`src/rtl/tcgr_pkg.sv`:
```
package tcgr_pkg;

   // Font geometry
   localparam int GLYPH_COUNT_DEFAULT = 256;
   localparam int GLYPH_ROWS          = 16;
   localparam int ROW_W               = $clog2(GLYPH_ROWS);
   localparam int ROW_CNT_W           = $clog2(GLYPH_ROWS + 1);

   // Character codes with a meaning of their own
   localparam logic [7:0] CODE_NUL = 8'h00;
   localparam logic [7:0] CODE_TAB = 8'h09;
   localparam logic [7:0] CODE_LF  = 8'h0A;

   // Foreground gray and the pixel depths that draw
   localparam logic [7:0] GREY     = 8'hC0;
   localparam logic [5:0] DEPTH_16 = 6'd16;
   localparam logic [5:0] DEPTH_32 = 6'd32;
   localparam logic [3:0] CHAN_MAX = 4'd8;

   // Register reset values
   localparam logic [31:0] FRAME_BASE_RST     = 32'd0;
   localparam logic [15:0] LINE_PITCH_RST     = 16'd4096;
   localparam logic [5:0]  PIXEL_DEPTH_RST    = 6'd32;
   localparam logic [7:0]  COLUMN_LIMIT_RST   = 8'd128;
   localparam logic [4:0]  RED_POSITION_RST   = 5'd16;
   localparam logic [4:0]  GREEN_POSITION_RST = 5'd8;
   localparam logic [4:0]  BLUE_POSITION_RST  = 5'd0;
   localparam logic [11:0] CHANNEL_SIZES_RST  = 12'd1416;

   typedef enum logic [2:0] {
      CSR_FRAME_BASE     = 3'd0,
      CSR_LINE_PITCH     = 3'd1,
      CSR_PIXEL_DEPTH    = 3'd2,
      CSR_COLUMN_LIMIT   = 3'd3,
      CSR_RED_POSITION   = 3'd4,
      CSR_GREEN_POSITION = 3'd5,
      CSR_BLUE_POSITION  = 3'd6,
      CSR_CHANNEL_SIZES  = 3'd7
   } csr_index_type;

   typedef enum logic {
      KIND_PRINT = 1'b0,
      KIND_FONT  = 1'b1
   } item_kind_type;

   typedef enum logic [1:0] {
      ST_IDLE,
      ST_MULT,
      ST_BASE,
      ST_ROWS
   } ctrl_state_type;

   // Controller to datapath
   typedef struct packed {
      logic             accept;     // input beat taken this cycle
      logic             mult;       // register products and color
      logic             base;       // form base address, advance cursor
      logic             issue;      // font read for issue_row
      logic [ROW_W-1:0] issue_row;
      logic             load_out;   // move font data into output register
      logic             load_last;  // that beat is the final glyph row
   } dp_cmd_type;

   // Datapath to controller
   typedef struct packed {
      logic draw;  // offered input beat is a character that renders
   } dp_status_type;

endpackage

```
`src/rtl/tcgr_ctrl.sv`:
```
module tcgr_ctrl (
   input  logic                   clock,
   input  logic                   reset,
   input  logic                   req_valid,
   output logic                   req_ready,
   input  logic                   rsp_ready,
   output logic                   rsp_valid,
   input  tcgr_pkg::dp_status_type status,
   output tcgr_pkg::dp_cmd_type    cmd
);
   import tcgr_pkg::*;

   ctrl_state_type       state_ff, state_in;
   logic [ROW_CNT_W-1:0] issue_cnt_ff, issue_cnt_in;
   logic                 rd_pending_ff, rd_pending_in;
   logic                 out_valid_ff, out_valid_in;

   logic accept;
   logic rows_done;
   logic out_free;
   logic load_out;
   logic issue;

   // State and counters
   always_ff @(posedge clock) begin
      if (reset) begin
         state_ff      <= ST_IDLE;
         issue_cnt_ff  <= '0;
         rd_pending_ff <= 1'b0;
         out_valid_ff  <= 1'b0;
      end else begin
         state_ff      <= state_in;
         issue_cnt_ff  <= issue_cnt_in;
         rd_pending_ff <= rd_pending_in;
         out_valid_ff  <= out_valid_in;
      end
   end

   // Next state and commands
   always_comb begin
      req_ready = (state_ff == ST_IDLE);
      accept    = req_valid && req_ready;
      rows_done = (issue_cnt_ff == ROW_CNT_W'(GLYPH_ROWS));
      out_free  = !out_valid_ff || rsp_ready;
      load_out  = (state_ff == ST_ROWS) && rd_pending_ff && out_free;
      issue     = (state_ff == ST_ROWS) && !rows_done && (!rd_pending_ff || load_out);

      state_in     = state_ff;
      issue_cnt_in = issue_cnt_ff;

      unique case (state_ff)
         ST_IDLE: begin
            issue_cnt_in = '0;
            if (accept && status.draw) begin
               state_in = ST_MULT;
            end
         end
         ST_MULT: begin
            state_in = ST_BASE;
         end
         ST_BASE: begin
            state_in = ST_ROWS;
         end
         ST_ROWS: begin
            if (issue) begin
               issue_cnt_in = issue_cnt_ff + ROW_CNT_W'(1);
            end
            // one read in flight at most, so the last load ends the glyph
            if (load_out && rows_done) begin
               state_in = ST_IDLE;
            end
         end
         default: begin
            state_in = ST_IDLE;
         end
      endcase

      rd_pending_in = issue ? 1'b1 : (load_out ? 1'b0 : rd_pending_ff);
      out_valid_in  = load_out ? 1'b1 : (rsp_ready ? 1'b0 : out_valid_ff);

      cmd.accept    = accept;
      cmd.mult      = (state_ff == ST_MULT);
      cmd.base      = (state_ff == ST_BASE);
      cmd.issue     = issue;
      cmd.issue_row = issue_cnt_ff[ROW_W-1:0];
      cmd.load_out  = load_out;
      cmd.load_last = load_out && rows_done;
   end

   assign rsp_valid = out_valid_ff;

endmodule

```
`config.mk`:
```
export PLATFORM = sky130hd
export DESIGN_NAME = tcgr_ctrl
export DESIGN_NICKNAME = d
export VERILOG_FILES = /design/src/rtl/tcgr_pkg.sv /design/src/rtl/tcgr_ctrl.sv
export SDC_FILE = /design/constraint.sdc
export NUM_CORES = 1
export LEC_CHECK = 0
export ABC_AREA = 1
export BUFFER_PORTS_ARGS = -buffer_cell sky130_fd_sc_hd__buf_2
export CELL_PAD_IN_SITES_DETAIL_PLACEMENT = 0
export CELL_PAD_IN_SITES_GLOBAL_PLACEMENT = 1
export CORE_MARGIN = 1.5
export CORE_UTILIZATION = 32
export CTS_CLUSTER_SIZE = 24
export DETAILED_ROUTE_END_ITERATION = 7
export HOLD_SLACK_MARGIN = 0.1
export PLACE_DENSITY_LB_ADDON = 0.12
export SYNTH_ARGS = -nofsm -noshare
export SYNTH_HDL_FRONTEND = slang
export SYNTH_SLANG_ARGS = --single-unit
```
`constraint.sdc`:
```
create_clock -name clock -period 1.3 [get_ports clock]
set_clock_uncertainty 0.05 [all_clocks]
set_input_delay 0.13 -clock clock [delete_from_list [all_inputs] [get_ports clock]]
set_output_delay 0.13 -clock clock [all_outputs]
set_load 0.02 [all_outputs]
```
-- Word level (Yosys, flattened, before mapping)
Cells that the tools add are included.
- add/subtract/negate cells: 1
- multiply operators: 0
- divide/modulo/power cells: 0
- order comparisons: 0
- equal/unequal tests: 7
- shift-type cells: 0
- multiplexer cells: 9
- bitwise operators: 0
- reductions and logical operators: 18
- operators with widths (operator ; number):
    $pmux 5 s2 ; 1
    $pmux 2 s4 ; 1
    $logic_and 1x1->1 ; 7
    $reduce_bool 2->1 ; 3
    $add 5x1->5 const B ; 1
    $eq 5x5->1 const B ; 1
    $mux 5 ; 1
    $eq 2x2->1 const B ; 2
    $mux 1 ; 4
    $mux 2 ; 2
    $ne 2x2->1 const B ; 2
    $reduce_and 2->1 ; 2
    $logic_not 1->1 ; 3
    $eq 2x1->1 const B ; 1
    $logic_not 2->1 ; 1
    $logic_or 1x1->1 ; 2
    $ne 2x1->1 const B ; 1
- register bits after elaboration: 9
- bits in latches: 0
- memory bits (writable): 0
- ROM bits: 0
- output and inout bits: 12
- word-level logic and storage cells: 39
- memories kept: 0

-- Depth between registers and ports, before layout
Gate-level depths: netlist (run 1).
- depth after elaboration: 7
- depth in mapped cells: 10
- gate-level depth less buffers: 10

-- Worst setup path before layout (run 1)
No wires, ideal clock.
- path kind: reg2out
- start: reg state_ff[0]
- end: out cmd[6] in the netlist's numbering
- arrival time: 1.162 ns
- data required time: 1.120 ns
- slack: -0.042 ns
- cell stages (with the launch flop): 9
- path buffers: 1
- cell sequence: dfxtp_1 -> ha_1 -> nand2_1 -> inv_2 -> nand2_4 -> nand2_2 -> nand2_4 -> clkinv_4 -> buf_4
- cells in the longest elaborated chain, start to end: 5
- elaborated cells on any way between the ends: 6
- classes of those cells: eq/ne (1); reduce/logical (5)
- ends and longest elaborated chain (element ; RTL line ; RTL):
    start, declared ; tcgr_ctrl.sv:13 ; ctrl_state_type state_ff, state_in;
    start signal, assigned ; tcgr_ctrl.sv:32 ; state_ff <= state_in;
    $eq 2x2->1 * ; tcgr_ctrl.sv:45, tcgr_ctrl.sv:46 ;
    $logic_and 1x1->1 (2 in a row) ; tcgr_ctrl.sv:45 ; load_out = (state_ff == ST_ROWS) && rd_pending_ff && out_free;
    $logic_or 1x1->1 ; tcgr_ctrl.sv:46 ; issue = (state_ff == ST_ROWS) && !rows_done && (!rd_pending_ff || load_out);
    $logic_and 1x1->1 * ; tcgr_ctrl.sv:46 ;
    end, declared ; tcgr_ctrl.sv:9 ; output tcgr_pkg::dp_cmd_type cmd
Mark *: on every way between the ends. The rest lies on a longest branch, timed or not.

==> results.md, run 1 <==
* Row count at 16
* WL final at 1590 µm
* # port buffers at 16
* Synthesis-stage register bit count at 9
* Setup Crit Path Kind: register to output pin
* Lkg Pwr at 0.525 nW
* Area of the multi-input gates at 455 µm²
* Mapped Cells at 88
* Hold Path Class: input pin to register
* Avg Cell Area, Syn at 7.46 µm²
* Final setup viols at 10
* Max-cap violation count at 0
* Final min period at 1.46 ns
* Pwr/cell area at 1540 nW/µm²
* Number of global-route vias before repair at 618
* Crit. End Element: output pin
* Primary FF master, synth: dfxtp_1
* Startpoint Class: register
* Post-synth EDFFs at 0
* Post-DP HPWL at 1060 µm
* Slew HR at 86.6%
* First-pass GRT wire length at 2560 µm
* Failing checks: setup timing
* Wirelength per Cell at 10.5 µm
* Final Hold Violating Endpoints at 0
* # IOs at 17
* Gpl congestion at 0.779
* Pin count of the biggest net entering global routing at 7
* Sw Ratio at 41.8%
* Fillcell total at 198
* Worst-margin pin slew at 0.201 ns
* Yosys top cell area share at 27.4%
* Die ar. at 2330 µm²
* F_max at 685 MHz
* N_diodes at 0
* Clock Power Share at 13.4%
* CP required at 1.12 ns
* Async SR Flop Fraction at 0%
* Layout Nets at 137
* CP Data Arrival Time at 1.28 ns
* CTS clock-pin slew for the worst setup and hold paths at 0.06 ns
* DRC viols at 0
* Antenna violations before repair at 0
* CTS Buf Count at 3
* Sequential share of power at 24.0%
* Clk buf depth at 2
* RSZ-0062 raised after global routing: yes
* Core Area at 1940 µm²
* Post-synth top area cell: dfxtp_1
* Detailed-route via count at 649
* Status: finished, violations left
* Global route total overflow at 0
* Vias per cell at 4.27
* Final worst setup slack at -0.159 ns
* Later-pin clock latency in the skew report at 0.27 ns
* Leading cell type in the layout, fill and taps excluded: buf_4
* Most frequent cells in the layout: buf_4 (23), nand2_1 (15), buf_2 (9)
* Initial Utilization at 33.8%
* DR pass1 iterations at 4
* Switching pwr at 0.689 mW
* Root buffer cell: clkbuf_4
* Share of layout cells above drive strength 1 at 60.8%
* Clk sinks at 9
* R2R Setup Slk at -0.09 ns
* CTS HTree Levels at 1
* Worst-path maximum fanout at 4
* Register Area at 190 µm²
* Sequential share of the synthesized area at 27.4%
* Post-synth net total at 99
* Total Power at 1.65 mW
* Final Max Slew Viols at 0
* Tcrit/Tclk final at 112%
* P_int at 0.959 mW
* Top cells by area in the synthesized netlist: dfxtp_1 (27%), ha_1 (11%), nand2_1 (10%), buf_4 (8.0%), nand2_4 (6.9%)
* DRT antenna net count at 0
* Iter 0 DRT Violations at 7
* Area delta synth->final at 62.9%
* VDD IR max at 953 µV
* DIE WIDTH at 48.3 µm
* Cell Area, Synth at 657 µm²
* Distinct cells, synth at 20
* Hold_ws at 0.104 ns
* YS warnings at 0
* All-Layer GR Usage at 14.1%
* Die height at 48.3 µm
* Worst slack at placement at -0.0649 ns
* CTS tree: done
* Logic pwr share at 62.6%
## path summary, 6_finish.rpt
check,startpoint,end,cells after the start
worst max-delay path,state_ff[0],cmd[6],8
worst min-delay path,rsp_ready,rsp_valid,4
worst max register to register,issue_cnt_ff[0],issue_cnt_ff[3],11
worst min register to register,rsp_valid,rsp_valid,2
## area by class of cell
type / count / share of cell area, %
clock buffers: 4 / 2.46
inverters: 14 / 5.38
multi-input cells: 58 / 42.6
flip-flops and latches: 9 / 17.8
well taps: 27 / 3.16
repair buffers: 40 / 28.7
## layer usage
metal / track usage, % / vias to the layer above / part of all wire (%)
met3: 5.56 / 5 / 4.4
li1: - / 341 / -
met5: 0 / - / 0
met4: 2.86 / 0 / 2.0
met2: 24.5 / 13 / 48
met1: 16.3 / 290 / 45
## logic make-up after synthesis
group                      Yosys count  share of synthesized area, %
AOI/OAI and AO/OA                   11                          12.2
DFF                                  9                          27.4
xor gates and xnor gates             2                          2.67
buffers and inverters               21                          16.8
and+or+nand+nor                     39                          29.5
adders and majority gates            6                          11.4
## stage by stage
stage	utilization, %	area (µm²)	TNS, ns	cells
floorplan	-	662	0	88
global placement	42.3	821	-0.191	137
detailed placement	42.3	821	-0.209	137
CTS	50.8	987	-1.06	150
global route	55.1	1070	-1.74	152
finish	55.1	1070	-0.844	152
## state kept, by name (all words and copies together), names as in the netlist
name	count
state_ff	2
issue_cnt_ff	5
rd_pending_ff	1
rsp_valid	1
## what timing repair did
item,CTS,global route
setup endpoints to repair,14,15
resized for setup,22,17
hold endpoints to repair,5,0
buffers inserted,9,2
pin swaps,11,6
hold buffers,1,0
## synth_stat cells (all sizes together), types with 6 or more instances
cell,n
a21oi,9
buf,7
dfxtp,9
ha,6
inv,13
nand2,24
nand3,6
nor2,8
## critical path: stages (launching register included)
cell and delay (ns):
dfxtp_4 0.36, ha_4 0.18, nand2_4 0.06, inv_2 0.04, nand2_4 0.08, nand2_4 0.06
nand2_4 0.07, clkinv_4 0.05, buf_6 0.12
## power groups by stage
stage	combinational, mW	sequential [mW]	clock [mW]
floorplan	0.539	0.372	0
global placement	0.781	0.364	0
detailed placement	0.781	0.365	0
CTS	0.900	0.380	0.226
global route	1.13	0.405	0.250
finish	1.03	0.396	0.222
No activity file was read; power rests on OpenSTA's default activity.
==> run 2, diff against run 1 <==
--- a/config.mk
+++ b/config.mk
@@ -6,7 +6,7 @@
 export NUM_CORES = 1
 export LEC_CHECK = 0
 export ABC_AREA = 1
-export BUFFER_PORTS_ARGS = -buffer_cell sky130_fd_sc_hd__buf_2
+export BUFFER_PORTS_ARGS = -buffer_cell sky130_fd_sc_hd__clkbuf_2
 export CELL_PAD_IN_SITES_DETAIL_PLACEMENT = 0
 export CELL_PAD_IN_SITES_GLOBAL_PLACEMENT = 1
 export CORE_MARGIN = 1.5
@@ -14,7 +14,7 @@
 export CTS_CLUSTER_SIZE = 24
 export DETAILED_ROUTE_END_ITERATION = 7
 export HOLD_SLACK_MARGIN = 0.1
-export PLACE_DENSITY_LB_ADDON = 0.12
+export PLACE_DENSITY = 0.73
 export SYNTH_ARGS = -nofsm -noshare
 export SYNTH_HDL_FRONTEND = slang
 export SYNTH_SLANG_ARGS = --single-unit
==> results.md, run 2 (synthesized netlist as in run 1, its figures left out) <==
* Status: finished, violations left
* Failing checks: setup timing
* CP startpoint: state_ff[0]
* F_max at 685 MHz (-0.13%)
* Setup Crit Path Kind: register to output pin
* Hold_ws at 0.217 ns (+0.114 ns)
* Number of global-route vias before repair at 661 (+7.0%)
* DIE WIDTH at 48.3 µm (unchanged)
* Iter 0 DRT Violations at 2 (-5)
* Initial Utilization at 33.8% (unchanged)
* Register Area at 190 µm² (unchanged)
* Hold Path Stages at 5 (+1)
* Fin area at 1060 µm² (-1.2%)
* Startpoint Class: register
* Placed cell count at 136 (-0.73%)
* CTS Buf Count at 3 (unchanged)
* Area of the multi-input gates at 433 µm² (-4.9%)
* Wirelength per Cell at 9.61 µm (-8.1%)
* Most frequent cells in the layout: buf_4 (21), nand2_1 (13), clkbuf_2 (9)
* Clk buf depth at 2 (unchanged)
* Row count at 16 (unchanged)
* Later-pin clock latency in the skew report at 0.26 ns (about the same)
* Leading cell type in the layout, fill and taps excluded: buf_4
* Lkg Pwr at 0.502 nW (-4.3%)
* Setup TNS at -1.01 ns (-0.162 ns)
* Slowest-stage cell, CP: dfxtp_4
* Crit path buf inv count at 3 (unchanged)
* DRT antenna net count at 0 (unchanged)
* Crit. End Element: output pin
* Most common cell on crit path: nand2_4
* Top reg by flops: issue_cnt_ff
* CTS clock-pin slew for the worst setup and hold paths at 0.06 ns (about the same)
* Hold_sp: status
* R2R depth at 9 (-2)
* Tcrit/Tclk final at 112% (+0.15 points)
* Antenna violations before repair at 0 (unchanged)
* Crit path max-delay family: flip-flops
* Final setup viols at 13 (+3)
* Area delta synth->final at 61.0%
* Root buffer cell: clkbuf_4
* # port buffers at 16 (unchanged)
* Total Power at 1.63 mW (-0.96%)
* Worst slack at placement at -0.0748 ns (-0.00985 ns)
* Hold Path Class: input pin to register
* N_diodes at 0 (unchanged)
* Worst-margin pin slew at 0.192 ns (-0.00864 ns)
* DR pass1 iterations at 4 (unchanged)
* Die ar. at 2330 µm² (unchanged)
* Gpl congestion at 0.802 (+2.9%)
* Regs by FF count: issue_cnt_ff: 5 flops, state_ff: 2 flops
* CTS HTree Levels at 1 (unchanged)
* Slew HR at 87.2% (+0.59 points)
* Worst-path maximum fanout at 4 (unchanged)
* Share of layout cells above drive strength 1 at 59.7% (-1.1 points)
* Detailed-route via count at 646 (-0.46%)
* Final min period at 1.46 ns (+0.00195 ns)
* Worst R2R Start: state_ff[0]
* Cell Count, Final, Fillers Out at 151 (-0.66%)
* First-pass GRT wire length at 2610 µm (+1.9%)
* Final Max Slew Viols at 0 (unchanged)
* Pwr/cell area at 1540 nW/µm² (+0.21%)
* Core Area at 1940 µm² (unchanged)
* Clk sinks at 9 (unchanged)
* # IOs at 17 (unchanged)
* WP depth at 8 (unchanged)
* Largest stage delay, worst path at 0.36 ns (about the same)
* Core Util, Final at 54.4% (-0.64 points)
* All-Layer GR Usage at 14.1% (about the same)
* Fillcell total at 200 (+1.0%)
* DRC viols at 0 (unchanged)
* CP Cell Sequence: ha_4 > nand2_2 > inv_2 > nand2_4 > nand2_4 > nand2_4 > clkinv_4 > buf_8
* Area after DPL at 813 µm² (-0.91%)
* CP Data Arrival Time at 1.28 ns (about the same)
* CTS tree: done
* WL final at 1450 µm (-8.7%)
* Final worst setup slack at -0.161 ns (-0.00195 ns)
* Pin count of the biggest net entering global routing at 7 (unchanged)
* VDD IR max at 885 µV (-7.2%)
* Vias per cell at 4.28 (+0.20%)
* CP required at 1.12 ns (about the same)
* Post-DP HPWL at 1060 µm (-0.24%)
* Final Hold Violating Endpoints at 0 (unchanged)
* Die height at 48.3 µm (unchanged)
* RSZ-0062 raised after global routing: yes
* Layout Nets at 136 (-0.73%)
* Max-cap violation count at 0 (unchanged)
* Global route total overflow at 0 (unchanged)
* Max reg flops at 5 (unchanged)
[run 2: changes by cell type in the layout (fill, tap and decap cells not counted), moves of 3 or more]
cell | before | now
buf_2 | 9 | 0
clkbuf_2 | 0 | 9
buf_6 | 7 | 4
nand2_2 | 3 | 6
[run 2: worst register-to-register path, delay by kind of cell (launching register included)]
family	cells	cell delay (ns)
and+or+nand+nor	5	0.32
DFF	1	0.37
adders and majority gates	1	0.15
buffers and inverters	2	0.20
AOI/OAI and AO/OA	1	0.20
[run 2: metal layers]
metal  track usage (%)  vias to the layer above  part of all wire (%)
li1                  -                      340                     -
met1              15.6                      293                    44
met2              25.5                       11                    51
met3              3.70                        2                   3.8
met4              5.71                        0                  0.96
met5                 0                        -                     0
[run 2: timing repair]
| action | CTS | global route |
|---|---|---|
| resized for setup | 18 | 24 |
| hold buffers | 2 | 0 |
| setup buffers | 7 | 2 |
| pin swaps | 6 | 5 |
| setup endpoints to repair | 13 | 15 |
| hold endpoints to repair | 5 | 0 |
[run 2: cell type report]
class / count / area share, %
well taps: 27 / 3.20
clock buffers: 4 / 2.49
repair buffers: 39 / 29.5
multi-input cells: 58 / 40.9
inverters: 14 / 5.92
flip-flops and latches: 9 / 18.0
[run 2: final timing paths]
path                      to  slack, ns
max                   cmd[6]      -0.16
min              state_ff[0]       0.22
max reg2reg      state_ff[1]      -0.10
min reg2reg  issue_cnt_ff[4]       0.48
[run 2: where the power goes]
part / internal, mW / switching [mW]
combinational: 0.502 / 0.517
clock: 0.119 / 0.103
sequential: 0.339 / 0.0522
==> run 3, diff against run 2 <==
--- a/config.mk
+++ b/config.mk
@@ -10,11 +10,12 @@
 export CELL_PAD_IN_SITES_DETAIL_PLACEMENT = 0
 export CELL_PAD_IN_SITES_GLOBAL_PLACEMENT = 1
 export CORE_MARGIN = 1.5
-export CORE_UTILIZATION = 32
+export CORE_UTILIZATION = 35
 export CTS_CLUSTER_SIZE = 24
 export DETAILED_ROUTE_END_ITERATION = 7
 export HOLD_SLACK_MARGIN = 0.1
-export PLACE_DENSITY = 0.73
+export PLACE_DENSITY = 0.76
+export SETUP_SLACK_MARGIN = 0.3
 export SYNTH_ARGS = -nofsm -noshare
 export SYNTH_HDL_FRONTEND = slang
 export SYNTH_SLANG_ARGS = --single-unit
==> constraint.sdc (replaced) <==
create_clock -name clock -period 1.57 [get_ports clock]
set_clock_uncertainty 0.05 [all_clocks]
set_input_delay 0.157 -clock clock [delete_from_list [all_inputs] [get_ports clock]]
set_output_delay 0.157 -clock clock [all_outputs]
set_load 0.02 [all_outputs]
==> results.md, run 3 (synthesized netlist as in run 1, its figures left out) <==
* Root buffer cell: clkbuf_4
* DIE WIDTH at 46.3 µm (-4.1%)
* Sequential share of power at 21.2% (-2.8 points)
* Hold_sp: rsp_ready
* Iter 0 DRT Violations at 10 (+8)
* WL final at 1800 µm (+24%)
* CTS Buf Count at 3 (unchanged)
* Detailed-route via count at 689 (+6.7%)
* # port buffers at 16 (unchanged)
* CTS tree: done
* Share of layout cells above drive strength 1 at 67.4% (+7.8 points)
* Regs by FF count: issue_cnt_ff: 5 flops, state_ff: 2 flops
* First-pass GRT wire length at 2590 µm (-0.81%)
* DR pass1 iterations at 4 (unchanged)
* Die height at 46.3 µm (-4.1%)
* Gpl congestion at 0.759 (-5.4%)
* Row count at 15 (-1)
* Slew HR at 82.3% (-4.9 points)
* CTS HTree Levels at 1 (unchanged)
* Sw Ratio at 42.4% (+1.2 points)
* P_int at 0.896 mW (-6.6%)
* # IOs at 17 (unchanged)
* Die ar. at 2150 µm² (-8.0%)
* Core Area at 1750 µm² (-10%)
* Setup Crit Path Kind: register to register
* R2R Setup Slk at 0.05 ns (+0.15 ns)
* Fillcell total at 129 (-36%)
* Antenna violations before repair at 0 (unchanged)
* Hold_ws at 0.127 ns (-0.0897 ns)
* Final min period at 1.52 ns
* Initial Utilization at 37.6% (+3.8 points)
* Lkg Pwr at 0.543 nW (+8.0%)
* CTS clock-pin slew for the worst setup and hold paths at 0.06 ns (about the same)
* R2R depth at 12 (+3)
* Most frequent cells in the layout: buf_4 (19), buf_6 (12), nand2_1 (11)
* Startpoint Class: register
* Final Hold Violating Endpoints at 0 (unchanged)
* Crit. End Element: register
* Number of global-route vias before repair at 631 (-4.5%)
* DRT antenna net count at 0 (unchanged)
* N_diodes at 0 (unchanged)
* Wirelength per Cell at 11.7 µm (+22%)
* Later-pin clock latency in the skew report at 0.27 ns (about the same)
* Area after DPL at 728 µm² (-10%)
* Cell Count, Final, Fillers Out at 154 (+2.0%)
* R2r endpoint: issue_cnt_ff[3]
* Placed cell count at 122 (-10%)
* Post-DP HPWL at 949 µm (-10%)
* VDD IR max at 879 µV (-0.63%)
* Vias per cell at 4.47 (+4.6%)
* All-Layer GR Usage at 17.7% (+3.6 points)
* Max reg flops at 5 (unchanged)
* Final setup viols at 0 (-13)
* Area delta synth->final at 79.4%
* RSZ-0062 raised after global routing: yes
* Switching pwr at 0.661 mW (-1.8%)
* Status: finished, final reports clean
* Clk buf depth at 2 (unchanged)
* Final Max Slew Viols at 0 (unchanged)
* Top reg by flops: issue_cnt_ff
* Clock Power Share at 11.9% (-1.7 points)
* Worst R2R Start: issue_cnt_ff[1]
* Max-cap violation count at 0 (unchanged)
* Global route total overflow at 0 (unchanged)
* Worst-path maximum fanout at 6 (+2)
* Layout Nets at 141 (+3.7%)
* Setup TNS at 0 ns (+1.01 ns)
* Hold Path End: rsp_valid
* F_max at 659 MHz
* Worst-margin pin slew at 0.265 ns (+0.0727 ns)
* CP required at 1.68 ns (+0.56 ns)
* Fin area at 1180 µm² (+11%)
* Logic pwr share at 66.9% (+4.5 points)
* Hold Path Class: input pin to register
* DRC viols at 0 (unchanged)
* CP Data Arrival Time at 1.63 ns (+0.35 ns)
* Pin count of the biggest net entering global routing at 8 (+1)
* Clk sinks at 9 (unchanged)
* Leading cell type in the layout, fill and taps excluded: buf_4
* Tcrit/Tclk final at 96.7%
* Hold Path Stages at 4 (-1)
* Pwr/cell area at 1320 nW/µm² (-14%)
[run 3: worst max-delay path by stage]
stage,slack [ns],endpoint,cells after the start,startpoint
2_1_floorplan,0.29,issue_cnt_ff[3],10,issue_cnt_ff[0]
3_5_place_dp,0.19,cmd[6],8,state_ff[0]
3_3_place_gp,0.19,cmd[6],8,issue_cnt_ff[0]
6_report,0.05,issue_cnt_ff[3],12,issue_cnt_ff[1]
4_1_cts,0.06,cmd[6],8,state_ff[0]
5_1_grt,-0.02,issue_cnt_ff[3],12,issue_cnt_ff[0]
[run 3: worst max-delay path: stages, from the launching register on]
cell and delay (ns):
dfxtp_4 0.35, inv_2 0.04, ha_4 0.15, nand2_2 0.06, inv_2 0.05, a21oi_4 0.15, nand2_4 0.08, buf_6 0.11
buf_6 0.13, nand2_4 0.09, nand2_2 0.06, nand2_1 0.05, nor2_1 0.03
[run 3: power groups by stage]
stage | sequential [mW] | clock (mW) | combinational, mW
floorplan | 0.313 | 0 | 0.446
global placement | 0.322 | 0 | 0.522
detailed placement | 0.326 | 0 | 0.515
CTS | 0.327 | 0.184 | 0.769
global route | 0.334 | 0.208 | 1.12
finish | 0.331 | 0.185 | 1.04
[run 3: through the flow]
stage	worst slack, ns	total power, mW	util, %
floorplan	0.292	0.759	-
global placement	0.186	0.844	41.7
detailed placement	0.186	0.841	41.7
CTS	0.0554	1.28	58.4
global route	-0.0212	1.66	67.5
finish	0.0517	1.56	67.5
[run 3: timing repair]
action / in CTS / in global routing
endpoints found under the hold margin: 0 / 2
hold buffers: 0 / 1
endpoints found under the setup margin: 12 / 16
setup buffers: 20 / 7
resized for setup: 29 / 32
pin swaps: 10 / 13
[run 3: cell type report]
type                            count  area (µm²)  share of cell area [%]
Clock buffer                        4        26.3                    2.23
Timing Repair Buffer               44         378                    32.1
Sequential cell                     9         193                    16.3
Tap cell                           25        31.3                    2.65
Inverter                           14        70.1                    5.94
Multi-Input combinational cell     58         480                    40.8
[run 3: routing by layer]
metal	global-route usage [%]	vias up	share of wire, %
li1	-	353	-
met2	29.7	8	57
met4	5.71	0	0.72
met5	0	-	0
met3	8.24	2	3.1
met1	19.5	326	39
